[src/hw/rtl/u8s_pkg.sv]
`timescale 1ns / 1ps

package u8s_pkg;

   // Bytes of the inserted U+FFFD replacement, in output order.
   localparam logic [7:0] REPL_BYTE0 = 8'hEF;
   localparam logic [7:0] REPL_BYTE1 = 8'hBF;
   localparam logic [7:0] REPL_BYTE2 = 8'hBD;

   // Code point limits used by the sequence check.
   localparam logic [20:0] MIN_CP2  = 21'h000080;
   localparam logic [20:0] MIN_CP3  = 21'h000800;
   localparam logic [20:0] MIN_CP4  = 21'h010000;
   localparam logic [20:0] SURR_LO  = 21'h00D800;
   localparam logic [20:0] SURR_HI  = 21'h00DFFF;
   localparam logic [20:0] CP_MAX   = 21'h10FFFF;

   // Depth of the request queue between the front and the back.
   localparam int QUEUE_DEPTH = 2;
   localparam int QUEUE_PTR_W = $clog2(QUEUE_DEPTH);
   localparam int QUEUE_CNT_W = $clog2(QUEUE_DEPTH + 1);

   // Sequence length implied by a lead byte, 0 when the byte cannot lead.
   typedef logic [2:0] seq_len_type;

   // One classified request as it travels from the front to the back.
   typedef struct packed {
      logic [7:0]  data;
      logic        at_end;
      seq_len_type len;
      logic        cont;
   } item_type;

   // Classification of a single byte as a sequence lead.
   function automatic seq_len_type lead_len(input logic [7:0] b);
      seq_len_type len;
      if (b[7] == 1'b0) begin
         len = 3'd1;
      end else if (b[7:5] == 3'b110) begin
         len = 3'd2;
      end else if (b[7:4] == 4'b1110) begin
         len = 3'd3;
      end else if (b[7:3] == 5'b11110) begin
         len = 3'd4;
      end else begin
         len = 3'd0;
      end
      return len;
   endfunction

endpackage

[src/hw/rtl/u8s_if.sv]
`timescale 1ns / 1ps

// Request channel: one raw byte per request.
interface u8s_req_if;
   logic       valid;
   logic       ready;
   logic [7:0] in_byte;
   logic       end_of_input;

   modport source (output valid, output in_byte, output end_of_input, input ready);
   modport sink (input valid, input in_byte, input end_of_input, output ready);
endinterface

// Result channel: one sanitized byte per result.
interface u8s_rsp_if;
   logic       valid;
   logic       ready;
   logic [7:0] out_byte;
   logic       is_replacement;
   logic       last_of_run;
   logic       end_of_output;

   modport source (output valid, output out_byte, output is_replacement,
                   output last_of_run, output end_of_output, input ready);
   modport sink (input valid, input out_byte, input is_replacement,
                 input last_of_run, input end_of_output, output ready);
endinterface

[src/hw/rtl/u8s_front.sv]
`timescale 1ns / 1ps

module u8s_front
   import u8s_pkg::*;
(
   input  logic        clock,
   input  logic        reset,
   u8s_req_if.sink     req_chan,
   output logic        q_valid,
   output item_type    q_item,
   input  logic        q_pop
);

   item_type                 entry_ff [QUEUE_DEPTH];
   logic [QUEUE_PTR_W-1:0]   wr_ptr_ff;
   logic [QUEUE_PTR_W-1:0]   rd_ptr_ff;
   logic [QUEUE_CNT_W-1:0]   count_ff;
   logic                     push;
   logic                     pop;
   item_type                 new_item;

   // Classify the incoming byte so the back can scan without decoding leads.
   always_comb begin
      new_item.data   = req_chan.in_byte;
      new_item.at_end = req_chan.end_of_input;
      new_item.len    = lead_len(req_chan.in_byte);
      new_item.cont   = (req_chan.in_byte[7:6] == 2'b10);
   end

   assign req_chan.ready = (count_ff != QUEUE_CNT_W'(QUEUE_DEPTH));
   assign push           = req_chan.valid && req_chan.ready;
   assign q_valid        = (count_ff != '0);
   assign q_item         = entry_ff[rd_ptr_ff];
   assign pop            = q_pop && q_valid;

   // Pointer and fill count of the request queue.
   always_ff @(posedge clock) begin
      if (reset) begin
         wr_ptr_ff <= '0;
         rd_ptr_ff <= '0;
         count_ff  <= '0;
      end else begin
         if (push) begin
            wr_ptr_ff <= (wr_ptr_ff == QUEUE_PTR_W'(QUEUE_DEPTH - 1)) ? '0 : wr_ptr_ff + 1'b1;
         end
         if (pop) begin
            rd_ptr_ff <= (rd_ptr_ff == QUEUE_PTR_W'(QUEUE_DEPTH - 1)) ? '0 : rd_ptr_ff + 1'b1;
         end
         if (push && !pop) begin
            count_ff <= count_ff + 1'b1;
         end else if (pop && !push) begin
            count_ff <= count_ff - 1'b1;
         end
      end
   end

   // Queue storage.
   always_ff @(posedge clock) begin
      if (push) begin
         entry_ff[wr_ptr_ff] <= new_item;
      end
   end

endmodule

[src/hw/rtl/u8s_back.sv]
`timescale 1ns / 1ps

module u8s_back
   import u8s_pkg::*;
(
   input  logic        clock,
   input  logic        reset,
   input  logic        q_valid,
   input  item_type    q_item,
   output logic        q_pop,
   u8s_rsp_if.source   rsp_chan
);

   typedef enum logic [1:0] {
      ST_IDLE,
      ST_DECIDE,
      ST_COPY,
      ST_REPL
   } state_type;

   state_type     state_ff;
   logic [7:0]    byte_ff [4];
   seq_len_type   len_ff  [4];
   logic          cont_ff [4];
   logic [2:0]    n_ff;
   logic          at_end_ff;
   logic [2:0]    cnt_ff;
   logic [1:0]    phase_ff;
   logic          out_valid_ff;
   logic [7:0]    out_byte_ff;
   logic          out_repl_ff;
   logic          out_last_ff;
   logic          out_eoo_ff;

   logic          out_free;
   logic          emit;
   logic          must_wait;
   logic          seq_fits;
   logic          seq_ok;
   logic [2:0]    n_after;
   logic          stop_after;
   logic [20:0]   cp;
   logic [7:0]    repl_byte;

   assign out_free = !out_valid_ff || rsp_chan.ready;
   assign emit     = out_free && ((state_ff == ST_COPY) || (state_ff == ST_REPL));
   assign q_pop    = (state_ff == ST_IDLE) && q_valid;

   // Decision on the sequence that starts at the oldest held byte.
   assign must_wait = (len_ff[0] != 3'd0) && (len_ff[0] > n_ff) && !at_end_ff;
   assign seq_fits  = (len_ff[0] != 3'd0) && (len_ff[0] <= n_ff);

   always_comb begin
      cp     = '0;
      seq_ok = 1'b0;
      unique case (len_ff[0])
         3'd1: begin
            seq_ok = 1'b1;
         end
         3'd2: begin
            cp     = {10'd0, byte_ff[0][4:0], byte_ff[1][5:0]};
            seq_ok = cont_ff[1] && (cp >= MIN_CP2);
         end
         3'd3: begin
            cp     = {5'd0, byte_ff[0][3:0], byte_ff[1][5:0], byte_ff[2][5:0]};
            seq_ok = cont_ff[1] && cont_ff[2] && (cp >= MIN_CP3)
                     && !((cp >= SURR_LO) && (cp <= SURR_HI));
         end
         3'd4: begin
            cp     = {byte_ff[0][2:0], byte_ff[1][5:0], byte_ff[2][5:0], byte_ff[3][5:0]};
            seq_ok = cont_ff[1] && cont_ff[2] && cont_ff[3]
                     && (cp >= MIN_CP4) && (cp <= CP_MAX);
         end
         default: begin
            seq_ok = 1'b0;
         end
      endcase
   end

   // After one byte is dropped, tells whether the scan stops for this request.
   assign n_after    = n_ff - 3'd1;
   assign stop_after = (n_after == 3'd0)
                       || (!at_end_ff && (len_ff[1] != 3'd0) && (len_ff[1] > n_after));

   always_comb begin
      unique case (phase_ff)
         2'd0:    repl_byte = REPL_BYTE0;
         2'd1:    repl_byte = REPL_BYTE1;
         default: repl_byte = REPL_BYTE2;
      endcase
   end

   // Scan sequencer with the held bytes and the result register.
   always_ff @(posedge clock) begin
      if (reset) begin
         state_ff     <= ST_IDLE;
         n_ff         <= '0;
         out_valid_ff <= 1'b0;
      end else begin
         // A new result loads when the register is free; a taken result clears it.
         if (emit) begin
            out_valid_ff <= 1'b1;
         end else if (rsp_chan.ready) begin
            out_valid_ff <= 1'b0;
         end
         unique case (state_ff)
            ST_IDLE: begin
               if (q_valid) begin
                  byte_ff[n_ff[1:0]] <= q_item.data;
                  len_ff[n_ff[1:0]]  <= q_item.len;
                  cont_ff[n_ff[1:0]] <= q_item.cont;
                  at_end_ff          <= q_item.at_end;
                  n_ff               <= n_ff + 3'd1;
                  state_ff           <= ST_DECIDE;
               end
            end
            ST_DECIDE: begin
               if ((n_ff == 3'd0) || must_wait) begin
                  state_ff <= ST_IDLE;
               end else if (seq_fits && seq_ok) begin
                  cnt_ff   <= len_ff[0];
                  state_ff <= ST_COPY;
               end else begin
                  phase_ff <= 2'd0;
                  state_ff <= ST_REPL;
               end
            end
            ST_COPY: begin
               if (out_free) begin
                  out_byte_ff  <= byte_ff[0];
                  out_repl_ff  <= 1'b0;
                  out_last_ff  <= (cnt_ff == 3'd1) && stop_after;
                  out_eoo_ff   <= (cnt_ff == 3'd1) && stop_after && at_end_ff;
                  for (int i = 0; i < 3; i++) begin
                     byte_ff[i] <= byte_ff[i+1];
                     len_ff[i]  <= len_ff[i+1];
                     cont_ff[i] <= cont_ff[i+1];
                  end
                  n_ff   <= n_after;
                  cnt_ff <= cnt_ff - 3'd1;
                  if (cnt_ff == 3'd1) begin
                     state_ff <= ST_DECIDE;
                  end
               end
            end
            ST_REPL: begin
               if (out_free) begin
                  out_byte_ff  <= repl_byte;
                  out_repl_ff  <= 1'b1;
                  out_last_ff  <= (phase_ff == 2'd2) && stop_after;
                  out_eoo_ff   <= (phase_ff == 2'd2) && stop_after && at_end_ff;
                  phase_ff     <= phase_ff + 2'd1;
                  // The lead byte goes with the last replacement byte.
                  if (phase_ff == 2'd2) begin
                     for (int i = 0; i < 3; i++) begin
                        byte_ff[i] <= byte_ff[i+1];
                        len_ff[i]  <= len_ff[i+1];
                        cont_ff[i] <= cont_ff[i+1];
                     end
                     n_ff     <= n_after;
                     state_ff <= ST_DECIDE;
                  end
               end
            end
            default: begin
               state_ff <= ST_IDLE;
            end
         endcase
      end
   end

   assign rsp_chan.valid          = out_valid_ff;
   assign rsp_chan.out_byte       = out_byte_ff;
   assign rsp_chan.is_replacement = out_repl_ff;
   assign rsp_chan.last_of_run    = out_last_ff;
   assign rsp_chan.end_of_output  = out_eoo_ff;

endmodule

[src/hw/rtl/utf8_sanitizer_unit.sv]
`timescale 1ns / 1ps

// UTF-8 sanitizer. Requests arrive on req_chan, one raw byte each with an
// end-of-input flag; sanitized bytes leave on rsp_chan, one per result.
// Well-formed sequences pass through unchanged; each invalid lead byte is
// replaced by EF BF BD and the bytes after it are scanned again.
// The front classifies each byte and places it in a two-entry queue, so a
// new request is taken while the back is still scanning or stalled.
// The back loads a byte in ST_IDLE, decides on the held sequence in
// ST_DECIDE and sends output bytes from ST_COPY or ST_REPL. A request that
// leaves its byte held gives no result. Reset clears the queue, the held
// byte count and the result valid flag; the held bytes and the result byte
// are not cleared. When the receiver holds ready low, the result register
// keeps its byte, the back stops, and the queue fills and then drops
// req_chan.ready.
module utf8_sanitizer_unit
   import u8s_pkg::*;
(
   input  logic        clock,
   input  logic        reset,
   u8s_req_if.sink     req_chan,
   u8s_rsp_if.source   rsp_chan
);

   logic       q_valid;
   item_type   q_item;
   logic       q_pop;

   u8s_front u_front (
      .clock    (clock),
      .reset    (reset),
      .req_chan (req_chan),
      .q_valid  (q_valid),
      .q_item   (q_item),
      .q_pop    (q_pop)
   );

   u8s_back u_back (
      .clock    (clock),
      .reset    (reset),
      .q_valid  (q_valid),
      .q_item   (q_item),
      .q_pop    (q_pop),
      .rsp_chan (rsp_chan)
   );

endmodule
[src/flat_wrapper.sv]
// flat-port wrapper written by rule: the top's interface ports become plain ports
module utf8_sanitizer_unit_flat import u8s_pkg::*;
  (clock, reset, req_chan_valid, req_chan_in_byte, req_chan_end_of_input, req_chan_ready, rsp_chan_valid, rsp_chan_out_byte, rsp_chan_is_replacement, rsp_chan_last_of_run, rsp_chan_end_of_output, rsp_chan_ready);
  u8s_req_if req_chan_i ();
  u8s_rsp_if rsp_chan_i ();
  input  logic clock;
  input  logic reset;
  input wire logic [$bits(req_chan_i.valid)-1:0] req_chan_valid;
  input wire logic [$bits(req_chan_i.in_byte)-1:0] req_chan_in_byte;
  input wire logic [$bits(req_chan_i.end_of_input)-1:0] req_chan_end_of_input;
  output wire logic [$bits(req_chan_i.ready)-1:0] req_chan_ready;
  output wire logic [$bits(rsp_chan_i.valid)-1:0] rsp_chan_valid;
  output wire logic [$bits(rsp_chan_i.out_byte)-1:0] rsp_chan_out_byte;
  output wire logic [$bits(rsp_chan_i.is_replacement)-1:0] rsp_chan_is_replacement;
  output wire logic [$bits(rsp_chan_i.last_of_run)-1:0] rsp_chan_last_of_run;
  output wire logic [$bits(rsp_chan_i.end_of_output)-1:0] rsp_chan_end_of_output;
  input wire logic [$bits(rsp_chan_i.ready)-1:0] rsp_chan_ready;
  assign req_chan_i.valid = req_chan_valid;
  assign req_chan_i.in_byte = req_chan_in_byte;
  assign req_chan_i.end_of_input = req_chan_end_of_input;
  assign req_chan_ready = req_chan_i.ready;
  assign rsp_chan_valid = rsp_chan_i.valid;
  assign rsp_chan_out_byte = rsp_chan_i.out_byte;
  assign rsp_chan_is_replacement = rsp_chan_i.is_replacement;
  assign rsp_chan_last_of_run = rsp_chan_i.last_of_run;
  assign rsp_chan_end_of_output = rsp_chan_i.end_of_output;
  assign rsp_chan_i.ready = rsp_chan_ready;
  utf8_sanitizer_unit u_core (.clock(clock), .reset(reset), .req_chan(req_chan_i), .rsp_chan(rsp_chan_i));
endmodule
[config.mk]
export PLATFORM = sky130hd
export DESIGN_NAME = utf8_sanitizer_unit_flat
export DESIGN_NICKNAME = d
export VERILOG_FILES = /design/src/hw/rtl/u8s_pkg.sv /design/src/hw/rtl/u8s_if.sv /design/src/hw/rtl/u8s_front.sv /design/src/hw/rtl/u8s_back.sv /design/src/hw/rtl/utf8_sanitizer_unit.sv /design/src/flat_wrapper.sv
export SDC_FILE = /design/constraint.sdc
export NUM_CORES = 1
export LEC_CHECK = 0
export ABC_CLOCK_PERIOD_IN_PS = 4270
export BUFFER_PORTS_ARGS = -buffer_cell sky130_fd_sc_hd__buf_2
export CORE_ASPECT_RATIO = 1.1
export CORE_MARGIN = 3
export CORE_UTILIZATION = 50
export DETAILED_ROUTE_END_ITERATION = 12
export PLACE_DENSITY = 0.78
export SETUP_SLACK_MARGIN = 0.05
export SYNTH_ARGS = -nofsm -noshare
export SYNTH_HDL_FRONTEND = slang
export SYNTH_HIERARCHICAL = 1
export SYNTH_SLANG_ARGS = --single-unit
[constraint.sdc]
create_clock -name clock -period 4.27 [get_ports clock]
set_input_delay 0.427 -clock clock [delete_from_list [all_inputs] [get_ports clock]]
set_output_delay 0.427 -clock clock [all_outputs]
set_load 0.05 [all_outputs]
; ---- Yosys cells after proc, flatten, opt, wreduce, memory -nomap -nowiden
; Memory sizes are Yosys's and may differ from the RTL's. A register that Yosys moved wholly into a read port is not among the register bits.
; Cells that the tools add are included.
[word_totals]
register_bits = 27
mem_bits_rw = 74
latchBits = 0
rom_bits = 0
elab_cells = 202
memories = 4
inputBits = 13
[classes]
add_sub_neg = 8
reduce_logical = 55
shift = 0
n_lt_le_gt_ge = 9
n_mux = 80
mul = 0
n_eq_ne = 23
div_mod_pow = 0
bitwise = 10
[memory_table]
columns = memory, words, word_bits, read_ports, rd_clocked_by_memory_dff, write_ports, line
row1 = u_core.u_back.byte_ff, 4, 8, 4, 0, 3, u8s_back.sv:22  ; logic [7:0] byte_ff [4];
row2 = u_core.u_front.entry_ff, 2, 13, 1, 1, 1, u8s_front.sv:14  ; item_type entry_ff [QUEUE_DEPTH];
row3 = u_core.u_back.len_ff, 4, 3, 4, 0, 3, u8s_back.sv:23  ; seq_len_type len_ff [4];
row4 = u_core.u_back.cont_ff, 4, 1, 3, 0, 3, u8s_back.sv:24  ; logic cont_ff [4];
[ops]
columns = cell, count
row1 = 8-bit 2-to-1 mux, 6
row2 = 3-bit 2-to-1 mux, 15
row3 = 1-bit 2-to-1 mux, 35
row4 = 2-bit 2-to-1 mux, 14
row5 = 1-bit logical AND, 24
row6 = 21-bit by 17-bit greater-or-equal comparator with 1-bit output (second input constant), 1
row7 = 21-bit <= comparator (second input constant), 1
row8 = 5-bit AND reduction, 4
row9 = 16-bit by 12-bit greater-or-equal comparator with 1-bit output (second input constant), 1
row10 = 16-bit greater-or-equal comparator (second input constant), 1
row11 = 16-bit <= comparator (second input constant), 1
row12 = 8-bit one-hot mux with 2 select lines, 1
row13 = 2-bit inequality test (second input constant), 7
row14 = 7-bit one-hot mux with 2 select lines, 1
row15 = 2-bit nonzero test, 6
row16 = 11-bit by 8-bit greater-or-equal comparator with 1-bit output (second input constant), 1
row17 = 1-bit OR, 9
row18 = 3-bit one-hot mux with 3 select lines, 1
row19 = 3-bit nonzero test, 3
row20 = 2-bit == test (second input constant), 4
row21 = 2-bit one-hot mux with 4 select lines, 1
row22 = 8-bit OR reduction, 1
row23 = 3-bit by 1-bit == test with 1-bit output (second input constant), 2
row24 = 3-bit by 2-bit == test with 1-bit output (second input constant), 2
row25 = other kinds (25), 43

; ---- Logic depth before layout (Yosys ltp)
; An unclocked memory read counts as a cell.
[logic_depth]
ltp_word = 10
mapped_depth = 9
mapped_depth_nobuf = 8

; ---- By module
; The synthesis kept the hierarchy.
[modules_own_cells]
columns = module, instances, area_per_inst_um2, cells_per_inst
row1 = u8s_back, 1, 3271.9, 288
row2 = u8s_front, 1, 1187.4, 71

; ---- Worst setup path after synthesis
; OpenSTA, ideal clock, no wires.
[synth_path]
path_type = register to register
startpoint = register u_core.u_back.out_valid_ff (netlist: u_core/u_back/rsp_chan.valid)
endpoint = memory u_core.u_back.byte_ff[1][0] (enable)
t_arrival_ns = 1.888
path_slack_ns = 2.048
stages_incl_launch_ff = 6
synth_period_minus_slack_ns = 2.222
t_required_ns = 3.936
path_cell_list = dfxtp_1 > nor2b_1 > or3_1 > clkbuf_1 > clkbuf_1 > nand2_1
[synth_lines]
columns = item, line
row1 = "start, declared", u8s_back.sv:29  ; logic out_valid_ff;
row2 = "start signal, assigned", u8s_back.sv:98  ; out_valid_ff <= 1'b0;
row3 = "start signal, assigned", u8s_back.sv:102  ; out_valid_ff <= 1'b1;
row4 = "start signal, assigned", u8s_back.sv:104  ; out_valid_ff <= 1'b0;
row5 = "end, declared", u8s_back.sv:22

==> flow_summary.json <==
{
  "status": "completed",
  "p_clk_share_pct": 22.3,
  "r2r-end": "u_core/u_back/byte_ff[1][7]$_DFFE_PP_",
  "num_vias": 2680,
  "rsz0062_at_grt": "no",
  "drv_cap": 0,
  "tns_ps": 0,
  "finalPower_uw": 2722,
  "fp.dieH_um": 105.0,
  "min_period_ps": 2539,
  "worstHoldPathCells": 1,
  "min-delay-path-class": "in2reg",
  "grtUsageMet2_pct": 23.93,
  "nets": 422,
  "setup_viol": 0,
  "finalHoldViolations": 0,
  "synth_compound_area_share_pct": 5.499,
  "grt_remaining_overflow": 0,
  "synth_top_family_by_area": "simple AND/OR/NAND/NOR gates",
  "gr-usage-met3_pct": 3.888,
  "rr_startpoint": "u_core/u_back/state_ff[0]$_SDFFE_PP0P_",
  "skew_ps": 13.70,
  "drive_gt1_share_pct": 17.60,
  "synth_top_area_share_pct": 60.61,
  "cts.clk_slew.worst_paths_ps": 110,
  "holdPathEnd": "u_core/u_front/entry_ff[0][6]$_DFFE_PP_",
  "swShare_pct": 33.12,
  "post-cts-setup-buffers": 0,
  "synthMuxAreaShare_pct": 4.209,
  "avgSynthCellArea_sq_um": 12.42,
  "rows": 35,
  "dp_hpwl_um": 5154,
  "grt_max_degree": 35,
  "min_period_over_period_pct": 59.47,
  "synth_xor_xnor_area_share_pct": 1.375,
  "syn_inst": 359,
  "routabilityCongestion": 0.8785,
  "end_kind": "flop",
  "cp_slowest_stage_delay_ps": 580,
  "start_util_pct": 52.22,
  "synth_area_leaders": "edfxtp_1, nand2_1, ha_1, dfxtp_1, mux2_2",
  "leakage_uw": 0.001849,
  "syn_to_final_growth_pct": 10.27,
  "cts_max_path_buffers": 2,
  "synthDistinctLibCells": 43,
  "r2r.worst_path.cells": 4,
  "htree_levels": 3,
  "seq_power_share_pct": 50.9,
  "insertion_delay_ps": 370,
  "switching_power_uw": 901.3,
  "drc": 0,
  "yosysTopAreaCell": "edfxtp_1",
  "grt_pass1_wl_um": 11520,
  "die_area_sq_um": 10090,
  "tightest_slew_ps": 615.7,
  "ant_nets": 0,
  "reg2reg_setup_slack_ps": 1730,
  "syn-num-nets": 394,
  "cp_slowest_cell": "ha_1",
  "drt_iter0_markers": 139,
  "synth_warnings": 6,
  "viasPerCell": 5.328,
  "cts_tree": "built",
  "final_cell_area_sq_um": 4917,
  "crit_type": "reg2reg",
  "internal_power_uw": 1820,
  "drt-total-wl_um": 7005,
  "comb_power_share_pct": 26.8,
  "hold_buffers": 0,
  "avgRoutedWirePerCell_um": 13.93,
  "yosys.area_share.simple_pct": 14.98,
  "synth-seq-cells": 101,
  "antennaDiodeCount": 0,
  "cts.repair.resized": 0,
  "slew_headroom_pct": 58.95,
  "cts_sinks": 101,
  "place_area_sq_um": 4705,
  "holdCritStartpoint": "req_chan_in_byte[1]",
  "pwr_density_cell_nw_per_um2": 553.5,
  "drt_pass1_iterations": 4,
  "crit_required_ps": 4300,
  "yosysSeqAreaShare_pct": 65.54,
  "grt_usage_pct": 14.83,
  "synth-adder-area-share_pct": 6.173,
  "peakVddDrop_v": 0.0003896,
  "grt-busiest-layer": "met2",
  "port_buffers": 25,
  "clockRootBuffer": "clkbuf_8",
  "grt_use_met1_pct": 18.60,
  "cp_max_fo": 20,
  "syn_area_sq_um": 4459,
  "cts_made_buffers": 9,
  "drv_slew": 0,
  "arrival_ps": 2570,
  "worstPathCellList": "ha_1 > a21oi_1 > or3_1 > nand2_1",
  "fp.coreArea_sq_um": 8539,
  "antenna_found_initial": 0,
  "pin_count": 26,
  "fp.dieW_um": 96.05,
  "fmax_ghz": 0.3938,
  "cp-start-kind": "flop",
  "grt_pass1_vias": 2525
}
sequential cells by signal (all words and copies together), names as in the netlist, named ones only:
signal,flops
u_core/u_back/at_end_ff,1
u_core/u_back/byte_ff,32
u_core/u_back/cnt_ff,3
u_core/u_back/cont_ff,3
u_core/u_back/len_ff,12
u_core/u_back/n_ff,3
u_core/u_back/phase_ff,2
u_core/u_back/rsp_chan.end_of_output,1
u_core/u_back/rsp_chan.is_replacement,1
u_core/u_back/rsp_chan.last_of_run,1
u_core/u_back/rsp_chan.out_byte,8
u_core/u_back/rsp_chan.valid,1
u_core/u_back/state_ff,2
u_core/u_front/count_ff,2
u_core/u_front/entry_ff,26
u_core/u_front/rd_ptr_ff,1
u_core/u_front/wr_ptr_ff,1
layer usage:
| layer | share of wire, % | routed length, um |
|---|---|---|
| met5 | 0 | 0 |
| met4 | 2.2 | 154 |
| met3 | 5.3 | 368 |
| met2 | 49 | 3455 |
| met1 | 43 | 3027 |
placed cells by master, fill, tap and decap left out, types with 2 or more instances in the layout:
master,count
nand3_1,2
xnor2_1,4
a221oi_2,2
inv_8,2
mux2_2,14
inv_6,2
a21oi_1,12
xor2_1,3
a211o_1,2
a31oi_1,2
or2_2,6
nor3_1,6
nor2_1,17
and2_1,5
nand2b_1,5
nor4_1,3
or3_1,2
buf_2,25
a211oi_1,2
o21ai_1,2
clkinv_8,3
o21ai_0,4
inv_1,16
mux2i_1,3
clkbuf_8,9
buf_4,2
nand2_1,93
nor2b_1,4
ha_1,22
dfxtp_1,11
edfxtp_1,90
layout make-up:
class / instances / area, sq um
Clock buffer: 9 / 123.9
Clock inverter: 7 / 88.84
Multi-Input combinational cell: 232 / 1443
Tap cell: 111 / 138.9
Fill cell: 687 / 3622
Sequential cell: 101 / 2923
Inverter: 16 / 60.06
Timing Repair Buffer: 27 / 140.1
cells in the mapped netlist (all sizes together):
master / count
or2: 6
o31ai: 1
or3: 2
mux2: 14
a221oi: 2
a21oi: 12
ha: 22
nand4: 1
xnor2: 4
nor2: 17
a311oi: 2
and4b: 1
nor3b: 1
dfxtp: 11
nand2b: 5
o21bai: 1
edfxtp: 90
and3: 1
nand3b: 1
and2: 5
a211o: 2
or4: 1
clkbuf: 9
o21ai: 7
a21bo: 1
o21a: 1
mux2i: 3
nand2: 93
nor2b: 4
inv: 16
o41ai: 1
nor4: 3
o22ai: 1
nand3: 2
buf: 1
xor2: 3
a211oi: 2
nand4b: 1
a31oi: 2
nor3: 7
power by group through the flow:
stage | Clock [uW] | Sequential, uW | Combinational (uW)
2_1_floorplan | 0 | 1390 | 554
3_3_place_gp | 0 | 1400 | 695
3_5_place_dp | 0 | 1410 | 725
4_1_cts | 624 | 1390 | 730
5_1_grt | 670 | 1400 | 821
6_report | 608 | 1380 | 730
kinds of logic after synthesis:
logic type,after synthesis
AND/OR/NAND/NOR,151
multiplexers,17
AO/OA/AOI/OAI,35
flip-flops,101
XOR/XNOR,7
buffers and inverters,26
adder cells (fa/ha/maj),22
worst max-delay path by stage:
stage                                                         start                                     to  slack, ps  cells past startpoint
after floorplan           u_core/u_back/rsp_chan.valid$_SDFFE_PP0P_  u_core/u_back/byte_ff[1][0]$_DFFE_PP_       2050                      5
after global placement       u_core/u_back/state_ff[0]$_SDFFE_PP0P_  u_core/u_back/byte_ff[2][1]$_DFFE_PP_       1840                      4
after detailed placement     u_core/u_back/state_ff[0]$_SDFFE_PP0P_  u_core/u_back/byte_ff[2][0]$_DFFE_PP_       1740                      4
after CTS                    u_core/u_back/state_ff[0]$_SDFFE_PP0P_   u_core/u_back/len_ff[2][2]$_DFFE_PP_       1710                      4
after global routing         u_core/u_back/state_ff[0]$_SDFFE_PP0P_  u_core/u_back/byte_ff[1][7]$_DFFE_PP_       1480                      4
final                        u_core/u_back/state_ff[0]$_SDFFE_PP0P_  u_core/u_back/byte_ff[1][7]$_DFFE_PP_       1730                      4
worst max-delay path, delay by kind of cell, from the launching register on:
| kind | cells | cell delay [ps] |
|---|---|---|
| compound gates | 1 | 190 |
| fa+ha+maj | 1 | 580 |
| flops | 1 | 400 |
| simple gates | 2 | 1030 |
per-stage QoR:
| stage | worst slack (ps) | util (%) | cells | hold WS [ps] |
|---|---|---|---|---|
| 4_1_cts | 1710 | 57.58 | 503 | 216.8 |
| 2_1_floorplan | 2048 | - | 359 | 442.5 |
| 3_5_place_dp | 1737 | 55.09 | 487 | 476.4 |
| 5_1_grt | 1485 | 57.58 | 503 | 211.9 |
| 6_report | 1731 | 57.58 | 503 | 232.9 |
| 3_3_place_gp | 1841 | 55.09 | 487 | 459.6 |
No activity file was read; power rests on OpenSTA's default activity.
